===== src/hw/rtl/rdc_pkg.sv =====
// Shared constants, types and the digit glyph function for the radix digit converter.
// No dependencies; every other rtl file refers to this package by scoped names.
`timescale 1ns / 1ps
`default_nettype none
package rdc_pkg;

  localparam int VALUE_BITS_DEF = 32;
  localparam int MAX_DIGITS_DEF = 32;

  // quotient bits resolved per divide cycle
  localparam int STEP_BITS = 8;

  localparam int RADIX_W = 6;
  localparam int CHAR_W  = 7;

  localparam logic [RADIX_W-1:0] RADIX_MIN   = 6'd2;
  localparam logic [RADIX_W-1:0] RADIX_MAX   = 6'd36;
  localparam logic [RADIX_W-1:0] RADIX_RESET = 6'd10;

  localparam logic [CHAR_W-1:0] CHAR_ZERO   = 7'd48;
  // 'A' minus ten
  localparam logic [CHAR_W-1:0] CHAR_LETTER = 7'd55;

  typedef struct packed {
    logic load;      // take a new value, clear remainder and count
    logic step;      // one divide step
    logic store;     // write remainder to the digit store, bump count
    logic rd;        // read the digit at count-1
    logic out_load;  // move the read digit into the output register
  } ctrl_cmd_t;

  typedef struct packed {
    logic quot_zero;
    logic count_full;
    logic count_one;
    logic out_free;
  } dp_status_t;

  function automatic logic [CHAR_W-1:0] digit_glyph(input logic [RADIX_W-1:0] d);
    logic [CHAR_W-1:0] dx;
    dx = {1'b0, d};
    if (d < 6'd10) begin
      digit_glyph = CHAR_ZERO + dx;
    end else begin
      digit_glyph = CHAR_LETTER + dx;
    end
  endfunction

endpackage
`default_nettype wire


===== src/hw/rtl/rdc_datapath.sv =====
// Datapath of the radix digit converter: radix register, multi-bit restoring divider,
// digit store memory, digit counter and output register. Uses rdc_pkg.
`timescale 1ns / 1ps
`default_nettype none
module rdc_datapath #(
  parameter int VALUE_BITS = rdc_pkg::VALUE_BITS_DEF,
  parameter int MAX_DIGITS = rdc_pkg::MAX_DIGITS_DEF
) (
  input  wire                             clk_i,
  input  wire                             rst_ni,
  input  wire                             cfg_valid_i,
  input  wire  [rdc_pkg::RADIX_W-1:0]     cfg_radix_i,
  input  wire  [VALUE_BITS-1:0]           value_i,
  input  wire                             out_ready_i,
  output logic                            out_valid_o,
  output logic [rdc_pkg::CHAR_W-1:0]      digit_char_o,
  output logic                            last_digit_o,
  input  wire  rdc_pkg::ctrl_cmd_t        cmd_i,
  output rdc_pkg::dp_status_t             status_o
);

  localparam int SB     = rdc_pkg::STEP_BITS;
  localparam int PAD    = ((VALUE_BITS + SB - 1) / SB) * SB;
  localparam int IDX_W  = $clog2(MAX_DIGITS);
  localparam int CNT_W  = $clog2(MAX_DIGITS + 1);
  localparam int RW     = rdc_pkg::RADIX_W;

  logic [RW-1:0]  radix_q;
  logic [PAD-1:0] quot_q, quot_d;
  logic [RW-1:0]  rem_q, rem_d;
  logic [CNT_W-1:0] cnt_q;
  logic [RW-1:0]  store_mem [MAX_DIGITS];
  logic [RW-1:0]  rdata_q;
  logic           out_valid_q;
  logic [rdc_pkg::CHAR_W-1:0] char_q;
  logic           last_q;

  logic [SB-1:0]  qbits;
  logic [SB-1:0]  qtop;
  logic [RW:0]    acc;
  logic [CNT_W-1:0] cnt_dec;

  assign qtop    = quot_q[PAD-1 -: SB];
  assign cnt_dec = cnt_q - CNT_W'(1);

  // restoring division of the top bits by the radix, one bit per inner iteration
  always_comb begin
    acc   = {1'b0, rem_q};
    qbits = '0;
    for (int i = SB - 1; i >= 0; i--) begin
      acc = {acc[RW-1:0], qtop[i]};
      if (acc >= {1'b0, radix_q}) begin
        acc      = acc - {1'b0, radix_q};
        qbits[i] = 1'b1;
      end
    end
    quot_d = (quot_q << SB) | PAD'(qbits);
    rem_d  = acc[RW-1:0];
  end

  always_ff @(posedge clk_i or negedge rst_ni) begin
    if (!rst_ni) begin
      radix_q     <= rdc_pkg::RADIX_RESET;
      cnt_q       <= '0;
      out_valid_q <= 1'b0;
    end else begin
      if (cfg_valid_i) begin
        if (cfg_radix_i < rdc_pkg::RADIX_MIN) begin
          radix_q <= rdc_pkg::RADIX_MIN;
        end else if (cfg_radix_i > rdc_pkg::RADIX_MAX) begin
          radix_q <= rdc_pkg::RADIX_MAX;
        end else begin
          radix_q <= cfg_radix_i;
        end
      end
      if (cmd_i.load) begin
        cnt_q <= '0;
      end else if (cmd_i.store) begin
        cnt_q <= cnt_q + CNT_W'(1);
      end else if (cmd_i.out_load) begin
        cnt_q <= cnt_dec;
      end
      if (cmd_i.out_load) begin
        out_valid_q <= 1'b1;
      end else if (out_ready_i) begin
        out_valid_q <= 1'b0;
      end
    end
  end

  always_ff @(posedge clk_i) begin
    if (cmd_i.load) begin
      quot_q <= PAD'(value_i);
      rem_q  <= '0;
    end else if (cmd_i.step) begin
      quot_q <= quot_d;
      rem_q  <= rem_d;
    end else if (cmd_i.store) begin
      rem_q <= '0;
    end
    if (cmd_i.store) begin
      store_mem[cnt_q[IDX_W-1:0]] <= rem_q;
    end
    if (cmd_i.rd) begin
      rdata_q <= store_mem[cnt_dec[IDX_W-1:0]];
    end
    if (cmd_i.out_load) begin
      char_q <= rdc_pkg::digit_glyph(rdata_q);
      last_q <= (cnt_q == CNT_W'(1));
    end
  end

  assign status_o.quot_zero  = (quot_q == '0);
  assign status_o.count_full = (cnt_q == CNT_W'(MAX_DIGITS - 1));
  assign status_o.count_one  = (cnt_q == CNT_W'(1));
  assign status_o.out_free   = !out_valid_q || out_ready_i;

  assign out_valid_o  = out_valid_q;
  assign digit_char_o = char_q;
  assign last_digit_o = last_q;

endmodule
`default_nettype wire


===== src/hw/rtl/rdc_ctrl.sv =====
// Controller of the radix digit converter: sequences load, divide, store and digit
// playback. Talks to rdc_datapath through rdc_pkg command and status structs.
`timescale 1ns / 1ps
`default_nettype none
module rdc_ctrl #(
  parameter int VALUE_BITS = rdc_pkg::VALUE_BITS_DEF
) (
  input  wire                      clk_i,
  input  wire                      rst_ni,
  input  wire                      in_valid_i,
  output logic                     in_ready_o,
  output rdc_pkg::ctrl_cmd_t       cmd_o,
  input  wire  rdc_pkg::dp_status_t status_i
);

  localparam int SB    = rdc_pkg::STEP_BITS;
  localparam int STEPS = (VALUE_BITS + SB - 1) / SB;
  localparam int SC_W  = $clog2(STEPS + 1);

  typedef enum logic [2:0] {
    ST_IDLE,
    ST_DIV,
    ST_STORE,
    ST_RD,
    ST_OUT
  } state_e;

  state_e state_q;
  logic [SC_W-1:0] step_q;

  always_ff @(posedge clk_i or negedge rst_ni) begin
    if (!rst_ni) begin
      state_q <= ST_IDLE;
      step_q  <= '0;
    end else begin
      case (state_q)
        ST_IDLE: begin
          if (in_valid_i) begin
            state_q <= ST_DIV;
            step_q  <= SC_W'(STEPS - 1);
          end
        end
        ST_DIV: begin
          if (step_q == '0) begin
            state_q <= ST_STORE;
          end else begin
            step_q <= step_q - SC_W'(1);
          end
        end
        ST_STORE: begin
          // a zero value still yields one digit, the remainder zero
          if (status_i.quot_zero || status_i.count_full) begin
            state_q <= ST_RD;
          end else begin
            state_q <= ST_DIV;
            step_q  <= SC_W'(STEPS - 1);
          end
        end
        ST_RD: begin
          state_q <= ST_OUT;
        end
        ST_OUT: begin
          if (status_i.out_free) begin
            state_q <= status_i.count_one ? ST_IDLE : ST_RD;
          end
        end
        default: begin
          state_q <= ST_IDLE;
        end
      endcase
    end
  end

  assign in_ready_o = (state_q == ST_IDLE);

  always_comb begin
    cmd_o          = '0;
    cmd_o.load     = (state_q == ST_IDLE) && in_valid_i;
    cmd_o.step     = (state_q == ST_DIV);
    cmd_o.store    = (state_q == ST_STORE);
    cmd_o.rd       = (state_q == ST_RD);
    cmd_o.out_load = (state_q == ST_OUT) && status_i.out_free;
  end

endmodule
`default_nettype wire


===== src/hw/rtl/radix_digit_converter_unit.sv =====
// Top level of the radix digit converter: joins rdc_ctrl and rdc_datapath.
// Depends on rdc_pkg, rdc_ctrl and rdc_datapath.
`timescale 1ns / 1ps
`default_nettype none
// Converts each input item (an unsigned value) to its digit text in the radix held in
// the configuration register (2..36, reset 10; writes outside that range saturate) and
// emits one output item per digit, most significant first, as ASCII '0'-'9'/'A'-'Z',
// with last_digit_o set on the final digit. Zero gives the single digit '0'. The
// divider resolves STEP_BITS (8) quotient bits per cycle; a digit is extracted by
// divide steps over the whole value, then its remainder is written to the digit store
// memory, and playback reads each digit back (registered read, then output load,
// which waits while the output is stalled). The next item is accepted as soon as
// the last digit sits in the output register. The configuration port is always ready.
module radix_digit_converter_unit #(
  parameter int VALUE_BITS = rdc_pkg::VALUE_BITS_DEF,
  parameter int MAX_DIGITS = rdc_pkg::MAX_DIGITS_DEF
) (
  input  wire                          clk_i,
  input  wire                          rst_ni,
  input  wire                          cfg_valid_i,
  output logic                         cfg_ready_o,
  input  wire  [rdc_pkg::RADIX_W-1:0]  cfg_radix_i,
  input  wire                          in_valid_i,
  output logic                         in_ready_o,
  input  wire  [VALUE_BITS-1:0]        value_i,
  output logic                         out_valid_o,
  input  wire                          out_ready_i,
  output logic [rdc_pkg::CHAR_W-1:0]   digit_char_o,
  output logic                         last_digit_o
);

  rdc_pkg::ctrl_cmd_t  cmd;
  rdc_pkg::dp_status_t status;

  assign cfg_ready_o = 1'b1;

  rdc_ctrl #(
    .VALUE_BITS(VALUE_BITS)
  ) u_ctrl (
    .clk_i      (clk_i),
    .rst_ni     (rst_ni),
    .in_valid_i (in_valid_i),
    .in_ready_o (in_ready_o),
    .cmd_o      (cmd),
    .status_i   (status)
  );

  rdc_datapath #(
    .VALUE_BITS(VALUE_BITS),
    .MAX_DIGITS(MAX_DIGITS)
  ) u_datapath (
    .clk_i        (clk_i),
    .rst_ni       (rst_ni),
    .cfg_valid_i  (cfg_valid_i),
    .cfg_radix_i  (cfg_radix_i),
    .value_i      (value_i),
    .out_ready_i  (out_ready_i),
    .out_valid_o  (out_valid_o),
    .digit_char_o (digit_char_o),
    .last_digit_o (last_digit_o),
    .cmd_i        (cmd),
    .status_o     (status)
  );

endmodule
`default_nettype wire


===== config.mk =====
export PLATFORM = sky130hd
export DESIGN_NAME = radix_digit_converter_unit
export DESIGN_NICKNAME = d
export VERILOG_FILES = /design/src/hw/rtl/rdc_pkg.sv /design/src/hw/rtl/rdc_datapath.sv /design/src/hw/rtl/rdc_ctrl.sv /design/src/hw/rtl/radix_digit_converter_unit.sv
export SDC_FILE = /design/constraint.sdc
export NUM_CORES = 1
export LEC_CHECK = 0
export BUFFER_PORTS_ARGS = -buffer_cell sky130_fd_sc_hd__buf_2
export CORE_MARGIN = 2
export CORE_UTILIZATION = 35
export CTS_CLUSTER_SIZE = 8
export DETAILED_ROUTE_END_ITERATION = 8
export PLACE_DENSITY_LB_ADDON = 0.15
export SLEW_MARGIN = 5
export SYNTH_ARGS = -nofsm -noshare
export SYNTH_HDL_FRONTEND = slang
export SYNTH_HIERARCHICAL = 1
export SYNTH_SLANG_ARGS = --single-unit

===== constraint.sdc =====
create_clock -name clk_i -period 42.9 [get_ports clk_i]
set_input_delay 4.29 -clock clk_i [delete_from_list [all_inputs] [get_ports clk_i]]
set_output_delay 4.29 -clock clk_i [all_outputs]
set_load 0.005 [all_outputs]

==> Word level (Yosys, flattened, before mapping) <==
Memory sizes are Yosys's and may differ from the RTL's. A register that Yosys moved wholly into a read port is not among the register bits.
Cells that the tools add are included.
{ "word_totals": {"ramBits": 192, "n_memories": 1, "regBits": 65, "elab_cells": 101, "out_inout_bits": 11} }
{ "mem_list": {"columns": ["name", "words", "word_bits", "rd", "rd_clocked_by_memory_dff", "wr", "line_no", "text"], "rows": [
  ["u_datapath.store_mem", 32, 6, 1, 1, 1, "rdc_datapath.sv:32", "logic [RW-1:0] store_mem [MAX_DIGITS];"]
]} }
{ "classes": {"n_reduce_logical": 15, "bitwise": 1, "order_cmp": 11, "n_eq_ne": 11, "n_mux": 40, "addsub": 13} }
{ "ops": {"columns": ["op", "n"], "rows": [
  ["two-way mux 6 bit", 15],
  ["two-way mux 32 bit", 2],
  [">= comparator 7 x 6 -> 1 bit", 8],
  ["subtractor 6 bit", 8],
  ["logical NOT 32 bit", 1],
  ["bitwise OR 32 x 8 -> 32 bit", 1],
  ["two-way mux 3 bit", 6],
  ["one-hot mux 3 bit (5 select lines)", 1],
  ["adder 6 x 6 -> 7 bit, first input constant", 2],
  ["two-way mux 1 bit", 12],
  ["one-hot mux 3 bit (3 select lines)", 1],
  ["two-way mux 7 bit", 1],
  ["adder 6 x 1 -> 6 bit, second input constant", 1],
  ["== test 3 x 2 -> 1 bit, second input constant", 2],
  ["== test 6 x 1 -> 1 bit, second input constant", 1],
  ["== test 6 x 5 -> 1 bit, second input constant", 1],
  ["greater-than comparator 6 bit, second input constant", 1],
  ["logical NOT 3 bit", 2],
  ["< comparator 6 x 2 -> 1 bit, second input constant", 1],
  ["< comparator 6 x 4 -> 1 bit, second input constant", 1],
  ["!= test 2 bit, second input constant", 3],
  ["nonzero test 2 bit", 3],
  ["nonzero test 3 bit", 2],
  ["subtractor 6 x 1 -> 6 bit, second input constant", 1],
  ["other kinds (10)", 14]
]} }

==> Logic depth before layout (Yosys ltp) <==
{ "logic_depth": {"depth_word": 19, "mapped_depth": 76, "mapped_depth_nobuf": 74} }

==> By module <==
Netlist, hierarchy kept.
{ "modules_own_cells": {"columns": ["mod", "area_each_um2", "instances", "cells_per_inst"], "rows": [
  ["rdc_datapath", 13148.9, 1, 920],
  ["rdc_ctrl", 409.1, 1, 45],
  ["radix_digit_converter_unit", 11.3, 1, 2]
]} }

==> Least setup slack after synthesis <==
OpenSTA, ideal clock, no wires.
{ "synth_path": {"path_kind": "reg-to-reg", "startpoint": "reg u_datapath.rem_q[3]", "endpoint": "reg u_datapath.quot_q[0] (data pin)", "stages_incl_launch_ff": 74, "arrival_time_ns": 15.611, "slack_ns": 27.029, "path_cell_list": "dfxtp_1 -> ha_1 -> a21o_1 -> a211oi_2 -> o21a_1 -> mux2_2 -> inv_1 -> ha_1 -> nor2b_1 -> o31a_1 -> o31a_1 -> a2111oi_4 -> mux2_2 -> inv_1 -> ha_1 -> a211oi_1 -> o21bai_1 -> a31oi_1 -> [... 38 more ...] -> a31o_2 -> a21o_1 -> a21o_1 -> a21o_1 -> a41oi_1 -> o311a_1 -> buf_6 -> mux2i_1 -> ha_1 -> nor2b_1 -> o21ai_0 -> nand2b_1 -> a21o_1 -> a21o_1 -> a211o_1 -> a31o_2 -> or2_1 -> mux2_2"} }
{ "synth_between": {"elab_chain_cells": 19, "word_cells_on_any_way": 26, "classes_between": "add/sub: 7; order compare: 8; mux: 10; bitwise: 1"} }
{ "synth_rtl": {"columns": ["element", "line_no", "text"], "rows": [
  ["from (decl)", "rdc_datapath.sv:30", "logic [RW-1:0] rem_q, rem_d;"],
  ["from (signal assigned)", "rdc_datapath.sv:97", "rem_q <= rem_d;"],
  ["subtractor 6 bit or >= comparator 7 x 6 -> 1 bit (tied branches)", "rdc_datapath.sv:53, rdc_datapath.sv:52", null],
  ["two-way mux 6 bit (*)", "rdc_datapath.sv:52", "if (acc >= {1'b0, radix_q}) begin"],
  ["subtractor 6 bit or >= comparator 7 x 6 -> 1 bit (tied branches)", "rdc_datapath.sv:53, rdc_datapath.sv:52", null],
  ["two-way mux 6 bit (*)", "rdc_datapath.sv:52", null],
  [">= comparator 7 x 6 -> 1 bit or subtractor 6 bit (tied branches)", "rdc_datapath.sv:52, rdc_datapath.sv:53", null],
  ["two-way mux 6 bit (*)", "rdc_datapath.sv:52", null],
  ["subtractor 6 bit or >= comparator 7 x 6 -> 1 bit (tied branches)", "rdc_datapath.sv:53, rdc_datapath.sv:52", null],
  ["two-way mux 6 bit (*)", "rdc_datapath.sv:52", null],
  ["[... 3 more ...]", null, null],
  ["two-way mux 6 bit (*)", "rdc_datapath.sv:52", null],
  ["subtractor 6 bit or >= comparator 7 x 6 -> 1 bit (tied branches)", "rdc_datapath.sv:53, rdc_datapath.sv:52", null],
  ["two-way mux 6 bit (*)", "rdc_datapath.sv:52", null],
  [">= comparator 7 x 6 -> 1 bit (*)", "rdc_datapath.sv:52", null],
  ["two-way mux 1 bit (*)", "rdc_datapath.sv:52", null],
  ["bitwise OR 32 x 8 -> 32 bit (*)", "rdc_datapath.sv:57", "quot_d = (quot_q << SB) | PAD'(qbits);"],
  ["two-way mux 32 bit (*)", "rdc_datapath.sv:95", "end else if (cmd_i.step) begin"],
  ["two-way mux 32 bit (*)", "rdc_datapath.sv:92", "if (cmd_i.load) begin"],
  ["to (signal assigned)", "rdc_datapath.sv:93", "quot_q <= PAD'(value_i);"],
  ["to (signal assigned)", "rdc_datapath.sv:96", "quot_q <= quot_d;"],
  ["to (decl)", "rdc_datapath.sv:29", "logic [PAD-1:0] quot_q, quot_d;"]
]} }
Every way passes the cells marked *; elsewhere a longest branch is shown, timed or not. The select of a mux whose other input is x is not followed.
A chain may end at the register's enable or synchronous reset.

==> Worst setup path after layout <==
{ "layout_path": {"startpoint": "reg u_datapath.radix_q[1]", "endpoint": "reg u_datapath.quot_q[0] (data pin)"} }
{ "layout_between": {"elab_chain_cells": 19, "word_cells_on_any_way": 26, "classes_between": "add/sub: 7; order compare: 8; mux: 10; bitwise: 1"} }
{ "layout_rtl": {"columns": ["element", "line_no", "text"], "rows": [
  ["from (decl)", "rdc_datapath.sv:28", "logic [RW-1:0] radix_q;"],
  ["from (signal assigned)", "rdc_datapath.sv:63", "radix_q <= rdc_pkg::RADIX_RESET;"],
  ["from (signal assigned)", "rdc_datapath.sv:69", "radix_q <= rdc_pkg::RADIX_MIN;"],
  ["from (signal assigned)", "rdc_datapath.sv:71", "radix_q <= rdc_pkg::RADIX_MAX;"],
  ["subtractor 6 bit or >= comparator 7 x 6 -> 1 bit (tied branches)", "rdc_datapath.sv:53, rdc_datapath.sv:52", null],
  ["two-way mux 6 bit", "rdc_datapath.sv:52", null],
  ["subtractor 6 bit or >= comparator 7 x 6 -> 1 bit (tied branches)", "rdc_datapath.sv:53, rdc_datapath.sv:52", null],
  ["two-way mux 6 bit", "rdc_datapath.sv:52", null],
  ["subtractor 6 bit or >= comparator 7 x 6 -> 1 bit (tied branches)", "rdc_datapath.sv:53, rdc_datapath.sv:52", null],
  ["two-way mux 6 bit", "rdc_datapath.sv:52", null],
  ["subtractor 6 bit or >= comparator 7 x 6 -> 1 bit (tied branches)", "rdc_datapath.sv:53, rdc_datapath.sv:52", null],
  ["two-way mux 6 bit", "rdc_datapath.sv:52", null],
  ["[... 3 more ...]", null, null],
  ["two-way mux 6 bit", "rdc_datapath.sv:52", null],
  ["subtractor 6 bit or >= comparator 7 x 6 -> 1 bit (tied branches)", "rdc_datapath.sv:53, rdc_datapath.sv:52", null],
  ["two-way mux 6 bit", "rdc_datapath.sv:52", null],
  [">= comparator 7 x 6 -> 1 bit (*)", "rdc_datapath.sv:52", null],
  ["two-way mux 1 bit (*)", "rdc_datapath.sv:52", null],
  ["bitwise OR 32 x 8 -> 32 bit (*)", "rdc_datapath.sv:57", null],
  ["two-way mux 32 bit (*)", "rdc_datapath.sv:95", null],
  ["two-way mux 32 bit (*)", "rdc_datapath.sv:92", null]
]} }
Marks and branches as above.

==> metrics.csv <==
metric,value,unit
vias per inst,5.20,
clk sink count,263,
RR Startpoint,u_datapath/radix_q[1],
worst setup path end,u_datapath/quot_q[0],
Routed Wire Length,32700,microns
Buffers on Ports,52,
initial antenna violation count,0,
r2r endpoint,u_datapath/quot_q[0],
largest net degree at the start of global routing,45,
CTS tree,built,
Yosys top cell by area,edfxtp_1,
Slew headroom,46.9,%
Max Slew Vio Count,0,
Synth top area share,52.7,%
placement row count,72,
full die area,0.0404,sq mm
WL per Instance,20.7,microns
DR iter-0 viols,660,
outcome,finished clean,
Ant. Diodes,0,
antenna-violating nets left,0,
Synth Warn #,6,
Hold Path Stages,1,
Yosys cell types,84,
Synth Cell Area,0.0136,sq mm
Initial Util,35.3,%
RSZ-0062 raised after global routing,no,
FILL cells,3623,
min cycle time layout,18.14,ns
critical path class,reg2reg,
final setup TNS,0,ns
vias in the first global route,8462,
fin nets,1149,
"Hold Violations, Final",0,
Hold Path Class,reg2reg,
final setup fails,0,
first-pass GRT wire length,51000,microns
hold-fix buffers at CTS,0,
RD Place Congestion,0.844,
Inserted Clock Buffers,39,
Die Ht,201,microns
share of cells above drive strength 1,22.6,%
startpoint types,flop,
Yosys reg bits,263,
Post-Syn Nets,1076,
GRT overflow,0,
"Primary FF master, synth",edfxtp_1,
vias post-DR,8228,
Post-synth EDFFs,238,
synth cell count leaders,"edfxtp_1, nor2_1, mux4_2",
post-cts resize count,0,
CP arrival,18.44,ns
core footprint,0.0385,sq mm
WL met3,1190,microns
io pins,54,
M1 WL,14500,microns
Max Root-Sink Buffers,3,
max incr delay on CP,0.73,ns
"Top cell by count, worst path",ha_1,
Tot GR Track Use,16.6,%
Post-Syn Instances,967,
R2R cell count,68,
fraction of registers with async set or reset after synthesis,7.22,%
CP Capture Type,flop,
CP max FO,10,
crit share post-route,42.3,%
hold path start,u_ctrl/step_q[0],
DR DRC count,0,
post-DP HPWL,22200,microns
clk_skew,0.0409,ns
total number of H-tree levels,2,
r2r setup slk,24.76,ns
Top Layer Used,met4,
measured slew at the worst slew-check pin,0.796,ns
Worst-path clk slew,0.05,ns
Routed met2 length,16400,microns
drt first pass iters,5,
"Avg Cell Area, Syn",14.0,sq um
"Req. time, crit path",43.20,ns
Max Cap Viol,0,
Syn-to-layout area delta,15.0,%
"Max stage delay cell, worst path",dfstp_2,
CTS root buffer,clkbuf_16,
Post CTS Setup Buffer Count,0,
Die X,201,microns
most common cell in the synthesized netlist,edfxtp_1,
"Clk Latency, worst-skew pair",0.55,ns
fmax,55.1,MHz
Synth area leaders,"edfxtp_1, mux4_2, ha_1, mux2_2, dfrtp_1",
post-synthesis sequential area ratio,57.1,%
Critical Path Start,u_datapath/radix_q[1],
-- cell families (layout without fill, tap and decap cells) --
group	Yosys count	after routing	synth area share (%)
xor gates and xnor gates	32	32	2.07
buffers and inverters	90	187	2.72
AOI/OAI and AO/OA	160	160	8.37
adders and majority gates	66	66	6.53
DFF	263	263	57.1
muxes	111	111	14.2
other	1	1	0.0276
and+or+nand+nor	244	244	9.03
-- sequential cells by signal, summed over array words and instances, names as in the netlist --
| name | count |
|---|---|
| u_ctrl/state_q | 3 |
| u_ctrl/step_q | 3 |
| u_datapath/cnt_q | 6 |
| u_datapath/digit_char_o | 7 |
| u_datapath/last_digit_o | 1 |
| u_datapath/out_valid_o | 1 |
| u_datapath/quot_q | 32 |
| u_datapath/radix_q | 6 |
| u_datapath/rdata_q | 6 |
| u_datapath/rem_q | 6 |
| u_datapath/store_mem | 192 |
-- layout make-up --
type                       instances  area, sq um  share of cell area, %
sequential                       263         7750                   49.7
multi-input combinational        614         5470                   35.1
clock buffer                      60         1050                   6.76
tap                              518          648                   4.15
timing repair buffer              65          358                   2.29
inverter                          57          215                   1.38
clock inverter                     5          108                  0.690
-- placed cells by master, fill, tap and decap left out, types with 5 or more instances in the layout --
cell,n
a21o_1,16
clkbuf_1,21
a31oi_1,6
buf_2,52
a21oi_1,23
mux2i_1,7
buf_4,13
nor4_1,12
ha_1,57
nand3_1,9
nand3b_1,5
nand4_1,7
fa_1,8
o21a_1,6
nor3_1,9
xnor2_1,20
o21ai_0,43
clkbuf_16,39
inv_1,56
mux4_2,60
or2_2,5
xor2_1,11
dfrtp_1,16
nor3b_1,5
nand2_1,58
dfxtp_1,6
nand2b_1,14
nor2_1,74
or3_1,9
mux2_2,42
o211ai_1,13
nor2b_1,17
edfxtp_1,238
-- worst min path at each step --
stage,endpoint,slack [ns]
2_1_floorplan,u_ctrl/step_q[0],0.44
3_3_place_gp,u_ctrl/step_q[0],0.47
3_5_place_dp,u_ctrl/step_q[0],0.47
4_1_cts,u_ctrl/step_q[0],0.48
5_1_grt,u_ctrl/step_q[0],0.52
6_report,u_ctrl/step_q[0],0.49
-- through the flow --
step / instances / util [%] / hold slack [ns] / setup WS, ns / instance area [sq um]
after floorplan: 967 / - / 0.441 / 27.03 / 13600
after global placement: 1517 / 37.5 / 0.468 / 25.43 / 14400
after detailed placement: 1517 / 37.5 / 0.469 / 24.98 / 14400
after CTS: 1582 / 40.6 / 0.479 / 24.94 / 15600
after global routing: 1582 / 40.6 / 0.525 / 23.59 / 15600
final: 1582 / 40.6 / 0.485 / 24.76 / 15600
-- critical path: cells and delay by family, from the launching register on --
| family | cells | cell delay, ns |
|---|---|---|
| multiplexers | 6 | 2.09 |
| AO/OA/AOI/OAI | 35 | 8.18 |
| buffers and inverters | 4 | 0.55 |
| adder cells (fa/ha/maj) | 8 | 2.52 |
| flip-flops | 1 | 0.73 |
| AND/OR/NAND/NOR | 15 | 3.76 |
-- per-layer routing --
metal  global-route usage [%]  up-vias
met5                        0        -
met4                     4.76        0
met3                     2.61       46
met2                     28.1      147
met1                     22.0     4134
li1                         -     3901
Power is left out: the tool's default activity adds up to more than one toggle a clock period on the data nets, which glitch-free logic cannot reach.
